File: config.mk
export PLATFORM = sky130hd
export DESIGN_NAME = asn1_time_string_parser
export DESIGN_NICKNAME = d
export VERILOG_FILES = /design/src/rtl/core/atsp_pkg.sv /design/src/rtl/core/atsp_capture.sv /design/src/rtl/core/atsp_parse.sv /design/src/rtl/core/asn1_time_string_parser.sv
export SDC_FILE = /design/constraint.sdc
export NUM_CORES = 1
export LEC_CHECK = 0
export ABC_AREA = 1
export ABC_CLOCK_PERIOD_IN_PS = 6100
export BUFFER_PORTS_ARGS = -buffer_cell sky130_fd_sc_hd__buf_2
export CAP_MARGIN = 5
export CORE_AREA = 2 2 146 134
export DETAILED_ROUTE_END_ITERATION = 10
export DIE_AREA = 0 0 148 136
export GPL_ROUTABILITY_DRIVEN = 0
export GPL_TIMING_DRIVEN = 0
export PLACE_DENSITY = 0.8
export SLEW_MARGIN = 10
export SYNTH_ARGS = -nofsm -noshare
export SYNTH_HDL_FRONTEND = slang
export SYNTH_SLANG_ARGS = --single-unit
File: constraint.sdc
create_clock -name aclk -period 6.1 [get_ports aclk]
set_input_delay 0.61 -clock aclk [delete_from_list [all_inputs] [get_ports aclk]]
set_output_delay 0.61 -clock aclk [all_outputs]
set_load 0.01 [all_outputs]
File: src/rtl/core/atsp_pkg.sv
package atsp_pkg;

    localparam int unsigned STORE_DEPTH = 15;
    localparam int unsigned WINDOW_LEN  = 17;
    localparam int unsigned COUNT_W     = 4;

    localparam logic [COUNT_W-1:0] GT_LEN      = 4'd15;
    localparam logic [COUNT_W-1:0] UTC_MIN_LEN = 4'd9;

    localparam logic [1:0] STATUS_UTC     = 2'd0;
    localparam logic [1:0] STATUS_GT      = 2'd1;
    localparam logic [1:0] STATUS_INVALID = 2'd2;

    localparam logic [7:0] CHAR_ZERO = 8'h30;
    localparam logic [7:0] CHAR_NINE = 8'h39;
    localparam logic [7:0] CHAR_Z    = 8'h5A;
    localparam logic [7:0] CHAR_NUL  = 8'h00;

    localparam logic [6:0] UTC_PIVOT  = 7'd50;
    localparam logic [6:0] MAX_MONTH  = 7'd12;
    localparam logic [6:0] MAX_DAY    = 7'd31;
    localparam logic [6:0] MAX_HOUR   = 7'd23;
    localparam logic [6:0] MAX_MINUTE = 7'd59;
    localparam logic [6:0] MAX_SECOND = 7'd61;

    localparam logic [13:0] BASE_2000 = 14'd2000;
    localparam logic [13:0] BASE_1900 = 14'd1900;
    localparam logic [13:0] CENTURY   = 14'd100;

    typedef logic [WINDOW_LEN-1:0][7:0] window_t;

    // Completed string as seen by the parser.
    typedef struct packed {
        window_t            chars;
        logic [COUNT_W-1:0] len;
        logic               too_long;
    } view_t;

    typedef struct packed {
        logic [5:0]  second_value;
        logic [5:0]  minute_value;
        logic [4:0]  hour_value;
        logic [4:0]  day_of_month;
        logic [3:0]  month_index;
        logic [13:0] full_year;
        logic [1:0]  status;
    } result_t;

    function automatic logic is_digit(input logic [7:0] c);
        return (c >= CHAR_ZERO) && (c <= CHAR_NINE);
    endfunction

    function automatic logic pair_ok(input logic [7:0] hi, input logic [7:0] lo);
        return is_digit(hi) && is_digit(lo);
    endfunction

    // Only meaningful when both characters are digits.
    function automatic logic [6:0] pair_val(input logic [7:0] hi, input logic [7:0] lo);
        return {3'b000, hi[3:0]} * 7'd10 + {3'b000, lo[3:0]};
    endfunction

endpackage

File: src/rtl/core/atsp_capture.sv
module atsp_capture (
    input  logic                aclk,
    input  logic                aresetn,
    input  logic                s_tvalid,
    output logic                s_tready,
    input  logic [7:0]          s_tdata,
    input  logic                s_tlast,
    input  logic                slot_free,
    output logic                eval_fire,
    output atsp_pkg::view_t     view
);

    logic                             in_valid_reg, in_valid_next;
    logic [7:0]                       in_char_reg;
    logic                             in_last_reg;
    logic [atsp_pkg::COUNT_W-1:0]     count_reg, count_next;
    logic                             too_long_reg, too_long_next;
    logic [7:0]                       store_reg [atsp_pkg::STORE_DEPTH];
    logic                             advance;
    logic                             full;

    assign full      = (count_reg == atsp_pkg::GT_LEN) || too_long_reg;
    assign advance   = in_valid_reg && (!in_last_reg || slot_free);
    assign eval_fire = in_valid_reg && in_last_reg && slot_free;
    assign s_tready  = !in_valid_reg || advance;

    always_comb begin
        in_valid_next = s_tready ? s_tvalid : in_valid_reg;
        count_next    = count_reg;
        too_long_next = too_long_reg;
        if (advance) begin
            if (in_last_reg) begin
                count_next    = '0;
                too_long_next = 1'b0;
            end else if (full) begin
                too_long_next = 1'b1;
            end else begin
                count_next = count_reg + 4'd1;
            end
        end
    end

    always_ff @(posedge aclk) begin
        if (!aresetn) begin
            in_valid_reg <= 1'b0;
            count_reg    <= '0;
            too_long_reg <= 1'b0;
        end else begin
            in_valid_reg <= in_valid_next;
            count_reg    <= count_next;
            too_long_reg <= too_long_next;
        end
    end

    always_ff @(posedge aclk) begin
        if (s_tvalid && s_tready) begin
            in_char_reg <= s_tdata;
            in_last_reg <= s_tlast;
        end
        if (advance && !in_last_reg && !full) begin
            store_reg[count_reg] <= in_char_reg;
        end
    end

    // Merge the held byte into the stored string; unused places read as NUL.
    always_comb begin
        view.chars = '0;
        for (int i = 0; i < atsp_pkg::STORE_DEPTH; i++) begin
            if (4'(i) < count_reg) begin
                view.chars[i] = store_reg[i];
            end else if (4'(i) == count_reg && !too_long_reg) begin
                view.chars[i] = in_char_reg;
            end
        end
        view.too_long = full;
        view.len      = full ? count_reg : count_reg + 4'd1;
    end

endmodule

File: src/rtl/core/atsp_parse.sv
module atsp_parse (
    input  atsp_pkg::view_t   view,
    output atsp_pkg::result_t result
);

    atsp_pkg::window_t b;
    logic              len_ok, utc;
    logic [6:0]        p0, p2, p4, p6, p8, p10, p12;
    logic              d0, d2, d4, d6, d8, d10, d12;
    logic              has_sec, utc_ok, gt_ok, ok;
    logic              utc_term, gt_term;
    logic [13:0]       utc_year, gt_year;
    logic [6:0]        utc_sec;

    assign b      = view.chars;
    assign len_ok = !view.too_long && (view.len >= atsp_pkg::UTC_MIN_LEN);
    assign utc    = (view.len != atsp_pkg::GT_LEN);

    assign p0  = atsp_pkg::pair_val(b[0],  b[1]);
    assign p2  = atsp_pkg::pair_val(b[2],  b[3]);
    assign p4  = atsp_pkg::pair_val(b[4],  b[5]);
    assign p6  = atsp_pkg::pair_val(b[6],  b[7]);
    assign p8  = atsp_pkg::pair_val(b[8],  b[9]);
    assign p10 = atsp_pkg::pair_val(b[10], b[11]);
    assign p12 = atsp_pkg::pair_val(b[12], b[13]);
    assign d0  = atsp_pkg::pair_ok(b[0],  b[1]);
    assign d2  = atsp_pkg::pair_ok(b[2],  b[3]);
    assign d4  = atsp_pkg::pair_ok(b[4],  b[5]);
    assign d6  = atsp_pkg::pair_ok(b[6],  b[7]);
    assign d8  = atsp_pkg::pair_ok(b[8],  b[9]);
    assign d10 = atsp_pkg::pair_ok(b[10], b[11]);
    assign d12 = atsp_pkg::pair_ok(b[12], b[13]);

    // UTCTime: YYMMDDHHMM, optional SS, optional Z.
    assign has_sec  = (b[10] != atsp_pkg::CHAR_Z) && (b[10] != atsp_pkg::CHAR_NUL);
    assign utc_term = has_sec
        ? ((b[12] == atsp_pkg::CHAR_NUL)
           || (b[12] == atsp_pkg::CHAR_Z && b[13] == atsp_pkg::CHAR_NUL))
        : ((b[10] == atsp_pkg::CHAR_NUL)
           || (b[10] == atsp_pkg::CHAR_Z && b[11] == atsp_pkg::CHAR_NUL));
    assign utc_ok = d0
        && d2 && p2 >= 7'd1 && p2 <= atsp_pkg::MAX_MONTH
        && d4 && p4 >= 7'd1 && p4 <= atsp_pkg::MAX_DAY
        && d6 && p6 <= atsp_pkg::MAX_HOUR
        && d8 && p8 <= atsp_pkg::MAX_MINUTE
        && (!has_sec || (d10 && p10 <= atsp_pkg::MAX_SECOND))
        && utc_term;
    assign utc_year = (p0 < atsp_pkg::UTC_PIVOT) ? atsp_pkg::BASE_2000 + 14'(p0)
                                                  : atsp_pkg::BASE_1900 + 14'(p0);
    assign utc_sec  = has_sec ? p10 : 7'd0;

    // GeneralizedTime: YYYYMMDDHHMMSS then Z or end.
    assign gt_term = (b[14] == atsp_pkg::CHAR_NUL)
        || (b[14] == atsp_pkg::CHAR_Z && b[15] == atsp_pkg::CHAR_NUL);
    assign gt_ok = d0 && d2
        && d4 && p4 >= 7'd1 && p4 <= atsp_pkg::MAX_MONTH
        && d6 && p6 >= 7'd1 && p6 <= atsp_pkg::MAX_DAY
        && d8 && p8 <= atsp_pkg::MAX_HOUR
        && d10 && p10 <= atsp_pkg::MAX_MINUTE
        && d12 && p12 <= atsp_pkg::MAX_SECOND
        && gt_term;
    assign gt_year = 14'(p0) * atsp_pkg::CENTURY + 14'(p2);

    assign ok = len_ok && (utc ? utc_ok : gt_ok);

    always_comb begin
        result = '0;
        if (!ok) begin
            result.status = atsp_pkg::STATUS_INVALID;
        end else if (utc) begin
            result.status       = atsp_pkg::STATUS_UTC;
            result.full_year    = utc_year;
            result.month_index  = 4'(p2 - 7'd1);
            result.day_of_month = 5'(p4);
            result.hour_value   = 5'(p6);
            result.minute_value = 6'(p8);
            result.second_value = 6'(utc_sec);
        end else begin
            result.status       = atsp_pkg::STATUS_GT;
            result.full_year    = gt_year;
            result.month_index  = 4'(p4 - 7'd1);
            result.day_of_month = 5'(p6);
            result.hour_value   = 5'(p8);
            result.minute_value = 6'(p10);
            result.second_value = 6'(p12);
        end
    end

endmodule

File: src/rtl/core/asn1_time_string_parser.sv
// ASN.1 time string parser.
// Input stream: one character per transaction on s_tdata, s_tlast set on the
// final character of a string. Output stream: one transaction per string,
// issued for the transaction that carried s_tlast; characters without s_tlast
// produce nothing on the output.
// A string of 15 characters is decoded as GeneralizedTime, 9 to 14 characters
// as UTCTime; anything else, a bad digit pair, an out-of-range field or
// trailing garbage reports status invalid with all date fields at zero.
// A NUL character terminates the string early.
// m_tvalid rises once the final character has passed the input register and
// then the result register, which takes the decoded result only while free.
// Throughput: one character per cycle while s_tready is high; the decode that
// sits between the input register and the result register is combinational.
// Reset (aresetn low, synchronous): empty both registers and restart string
// collection at the first character; the character store itself holds no
// reset value.
// When the receiver stalls, the result register holds its transaction; further
// characters keep streaming in until a second final character is waiting,
// at which point s_tready drops until the result is taken.
module asn1_time_string_parser (
    input  logic        aclk,
    input  logic        aresetn,
    input  logic        s_tvalid,
    output logic        s_tready,
    input  logic [7:0]  s_tdata,   // [7:0] char_byte
    input  logic        s_tlast,   // is_last
    output logic        m_tvalid,
    input  logic        m_tready,
    output logic [47:0] m_tdata    // [1:0] status, [15:2] full_year,
                                   // [19:16] month_index, [24:20] day_of_month,
                                   // [29:25] hour_value, [35:30] minute_value,
                                   // [41:36] second_value, [47:42] zero
);

    atsp_pkg::view_t   view;
    atsp_pkg::result_t result;
    atsp_pkg::result_t out_data_reg;
    logic              out_valid_reg, out_valid_next;
    logic              slot_free;
    logic              eval_fire;

    // The result register can take a new transaction when empty or draining.
    assign slot_free = !out_valid_reg || m_tready;

    atsp_capture u_capture (
        .aclk      (aclk),
        .aresetn   (aresetn),
        .s_tvalid  (s_tvalid),
        .s_tready  (s_tready),
        .s_tdata   (s_tdata),
        .s_tlast   (s_tlast),
        .slot_free (slot_free),
        .eval_fire (eval_fire),
        .view      (view)
    );

    atsp_parse u_parse (
        .view   (view),
        .result (result)
    );

    always_comb begin
        out_valid_next = out_valid_reg;
        if (eval_fire) begin
            out_valid_next = 1'b1;
        end else if (m_tready) begin
            out_valid_next = 1'b0;
        end
    end

    always_ff @(posedge aclk) begin
        if (!aresetn) begin
            out_valid_reg <= 1'b0;
        end else begin
            out_valid_reg <= out_valid_next;
        end
    end

    // Capture the decoded result whenever a final character is evaluated.
    always_ff @(posedge aclk) begin
        if (eval_fire) begin
            out_data_reg <= result;
        end
    end

    assign m_tvalid = out_valid_reg;
    assign m_tdata  = {6'b000000, out_data_reg};

endmodule

==> results.md <==
- Status: finished, final reports clean
- DR WL/cell: 17.28 µm
- Leakage: just under 6 nW
- Layout area overhead: 12.29%
- Tmin final: 5.806 ns
- Crit share post-route: 0.9518
- Xor and xnor area share after synthesis: 0.02463
- Starting Density: 0.6073
- Post-DP Area: 0.01202 mm²
- Residual DRC count: 0
- PortBufs: 56
- GRT Residual Overflow: 0
- Worst VDD drop: approximately 210 µV
- Slew Viols, Final: 0
- Initial antenna violation count: 0
- Cell Pwr Density: 249.9 mW/mm²
- First-pass GRT wire length: 45.62 mm
- Die Y: ~140 µm
- Total Routing Usage GR: 0.2942
- Hold Path Cell Cnt: 1
- Io pins: 63
- Die area: 0.02013 mm²
- Top Family by Delay on Critical Path: adder cells
- Total of max-cap violations: 0
- CP Capture Type: flop
- Layout cells sized above 1: 0.1035
- Area contributors post-synth: edfxtp_1, nand2_1, ha_1, nor2_1, inv_1
- Clk_skew: 0.01325 ns
- CTS sink cnt: 178
- Core Footprint: 0.01874 mm²
- Dpl hpwl: 21.19 mm
- Worst EP required: 6.30 ns
- CP dominant cell by count: ha_1
- WP buf/inv: 2
- Rows: 48
- CTS Root Buffer Type: clkbuf_16
- Synth cell types: 40
- Routed Antenna Nets: 0
- Hold Path Origin: s_tlast
- CTS tree: yes
- Longest Clk Path Bufs: 2
- Critical path data arrival time: about 6 ns
- Final setup TNS: 0 ns
- Max reg flops: 120
- First-pass DRT Iterations: 7
- Post-synth top area cell: edfxtp_1
- Met3 Use GR: 0.07181
- Post-Layout Inst Area: approximately 0.013 mm²
- Largest family of logic cells by synthesized area: simple AND/OR/NAND/NOR gates
- DR iter-0 viols: between 1000 and 1500
- FF-to-FF setup slack: between 0.2 and 0.3 ns
- Seq cells post-synth: 178
- Ant. Diodes: 0
- Unrepaired setup endpoints after global routing: false
- Largest net degree at the start of global routing: 36
- Cell Area, Synth: ~0.011 mm²
- Most used routing layer: met2
- CP max stage delay: 0.80 ns
- Normalized max-slew margin: 0.2080
- Critical path cell sequence: clkinv_1 > o21ai_2 > ha_1 > ha_1 > fa_1 > and3_1 > xor2_2 > fa_1 > ha_1 > nand3_1 > nand3_1 > xor2_1 > nor3_1 > nand2_1 > nor2_1 > nand2_1 > xor2_1 > inv_1 > nor2_1
- Synth Area in Compound Gates: 0.06652
- Fin util: 0.6820
- DR vias/cell: 5.739
- CTS clk-pin slew, worst paths: about 0.07 ns
- Met2 usage in global routing: 0.4751
- Total number of vias: 9693
- Worst r2r src: u_capture.in_char_reg[3]$_DFFE_PP_
- Critical-path maximum fanout: 12
- Later-pin clock latency in the skew report: approximately 0.45 ns
- CTS H-Tree Depth: 4
- CTS Buf Count: 17
- Final setup viols: 0
- Final hold vios: 0
- Post-synthesis average cell area: between 8 and 9 µm²
- Die X: between 100 and 150 µm
- Post-Synth Simple-Gate Area: 0.2474
- Yosys top cell area share: 0.4512
- Hold Crit Class: input pin to flop
- Syn Inst Count: around 1300
- Sequential cell area fraction in the yosys report: 0.4636
- Met1 Use GR: 0.3888
- Nets@finish: 1540
- Critical path type: flop to flop
- Slowest cell on crit path: edfxtp_1
- Final wirelength: 29.18 mm
- Tightest Pin Transition: around 1.2 ns
- Number of global-route vias before repair: 8871
- Mux contribution to synthesized area: 0.004398
- R2R depth: 19
- Synth Area in Adders: 0.1223
- R2R Path End: m_tdata[15]$_SDFFCE_PP0P_
- Type of element launching the critical path: flop
- Fmax: 172.2 MHz
- Hold endpoint: u_capture.in_last_reg$_DFFE_PP_
- Ys Warns: 0
## through the flow
stage	hold WS, ns	std cells	power [mW]	worst slack, ns
after floorplan	0.4805	1345	1.833	0.9864
after global placement	0.5062	1651	1.954	0.05139
after detailed placement	0.5727	1652	1.977	-0.1009
after CTS	0.3299	1686	3.162	0.05475
after global routing	0.3261	1689	3.319	0.04217
final	0.3321	1689	3.194	0.2939
## synth_stat cells
library cell / count
nand2_1: 362
nor2_1: 172
edfxtp_1: 171
inv_1: 159
nand3_1: 102
o21ai_0: 87
ha_1: 84
a21oi_1: 37
xor2_1: 24
fa_1: 17
nor3_1: 16
nand4_1: 11
buf_4: 10
buf_2: 9
clkbuf_1: 9
xnor2_1: 8
dfxtp_1: 7
nand3b_1: 6
mux2i_1: 5
nand2_2: 5
o21ai_1: 5
a31oi_1: 3
buf_6: 3
clkinv_1: 3
nor2_4: 3
o211ai_1: 3
or2_2: 3
a21oi_2: 2
inv_2: 2
o22ai_1: 2
and2_1: 1
and3_1: 1
buf_1: 1
conb_1: 1
nor3_2: 1
o21a_1: 1
o21ai_2: 1
o21bai_1: 1
o311ai_0: 1
o31ai_1: 1
## power by group
part | leakage (nW) | switching [mW] | internal, mW
clock network | 0.311 | 0.535 | 0.667
registers | 1.62 | 0.0213 | 1.35
logic | 3.84 | 0.394 | 0.228
## cell type report
class	count	area, µm²
Clock buffer	17	425.4
Buffer	30	183.9
Multi-Input combinational cell	971	5386
Timing Repair Buffer	64	360.3
Clock inverter	15	216.5
Tap cell	250	312.8
Sequential cell	178	5278
Fill cell	1488	5959
Inverter	164	615.6
## how the worst max path moves through the flow
stage,slack (ns),from,end,cells past startpoint
finish,0.29,u_capture.in_char_reg[3]$_DFFE_PP_,m_tdata[15]$_SDFFCE_PP0P_,19
global route,0.04,u_capture.count_reg[1]$_SDFFE_PN0P_,m_tdata[15]$_SDFFCE_PP0P_,26
CTS,0.05,u_capture.count_reg[1]$_SDFFE_PN0P_,m_tdata[15]$_SDFFCE_PP0P_,24
detailed placement,-0.10,u_capture.in_char_reg[3]$_DFFE_PP_,m_tdata[15]$_SDFFCE_PP0P_,18
global placement,0.05,u_capture.in_char_reg[3]$_DFFE_PP_,m_tdata[15]$_SDFFCE_PP0P_,18
floorplan,0.99,u_capture.count_reg[1]$_SDFFE_PN0P_,m_tdata[15]$_SDFFCE_PP0P_,24
## cell usage in the layout, fill, tap and decap left out, types with 5 or more instances in the layout
master	instances
o21ai_0	86
buf_4	15
nor2_4	5
conb_1	6
ha_1	84
xnor2_1	7
buf_6	5
inv_1	157
fa_1	17
o21ai_1	5
mux2i_1	5
clkbuf_16	17
nand3b_1	6
nor3_1	13
nand2_2	5
dfxtp_1	5
edfxtp_1	171
nand2_1	362
a21oi_1	37
clkbuf_1	7
buf_2	65
nand3_1	102
nor2_1	170
inv_8	5
nand4_1	11
xor2_1	21
## layer usage
layer  wire length [µm]  share of wire  vias up
li1                   -              -     4585
met1              11740           0.40     4392
met2              13110           0.45      616
met3               3427           0.12      100
met4                909          0.031        0
met5                  0              0        -
## worst reg2reg max path, stage by stage (launching register included)
cell	delay, ns
edfxtp_1	0.80
clkinv_1	0.59
o21ai_2	0.37
ha_1	0.27
ha_1	0.21
fa_1	0.54
and3_1	0.25
xor2_2	0.34
fa_1	0.47
ha_1	0.39
nand3_1	0.13
nand3_1	0.14
xor2_1	0.19
nor3_1	0.28
nand2_1	0.13
nor2_1	0.12
nand2_1	0.08
xor2_1	0.15
inv_1	0.06
nor2_1	0.04
## what timing repair did
| action | in CTS | in global routing |
|---|---|---|
| endpoints found under the setup margin | 2 | 5 |
| resized for setup | 3 | 10 |
| buffers inserted | 2 | 5 |
| hold buffers | 0 | 0 |
## logic make-up after synthesis
| logic type | after synthesis |
|---|---|
| AOI/OAI and AO/OA | 144 |
| and+or+nand+nor | 683 |
| other | 1 |
| muxes | 5 |
| buffers and inverters | 196 |
| adders and majority gates | 101 |
| DFF | 178 |
| xor gates and xnor gates | 32 |
Power figures use the tool's default switching activity.
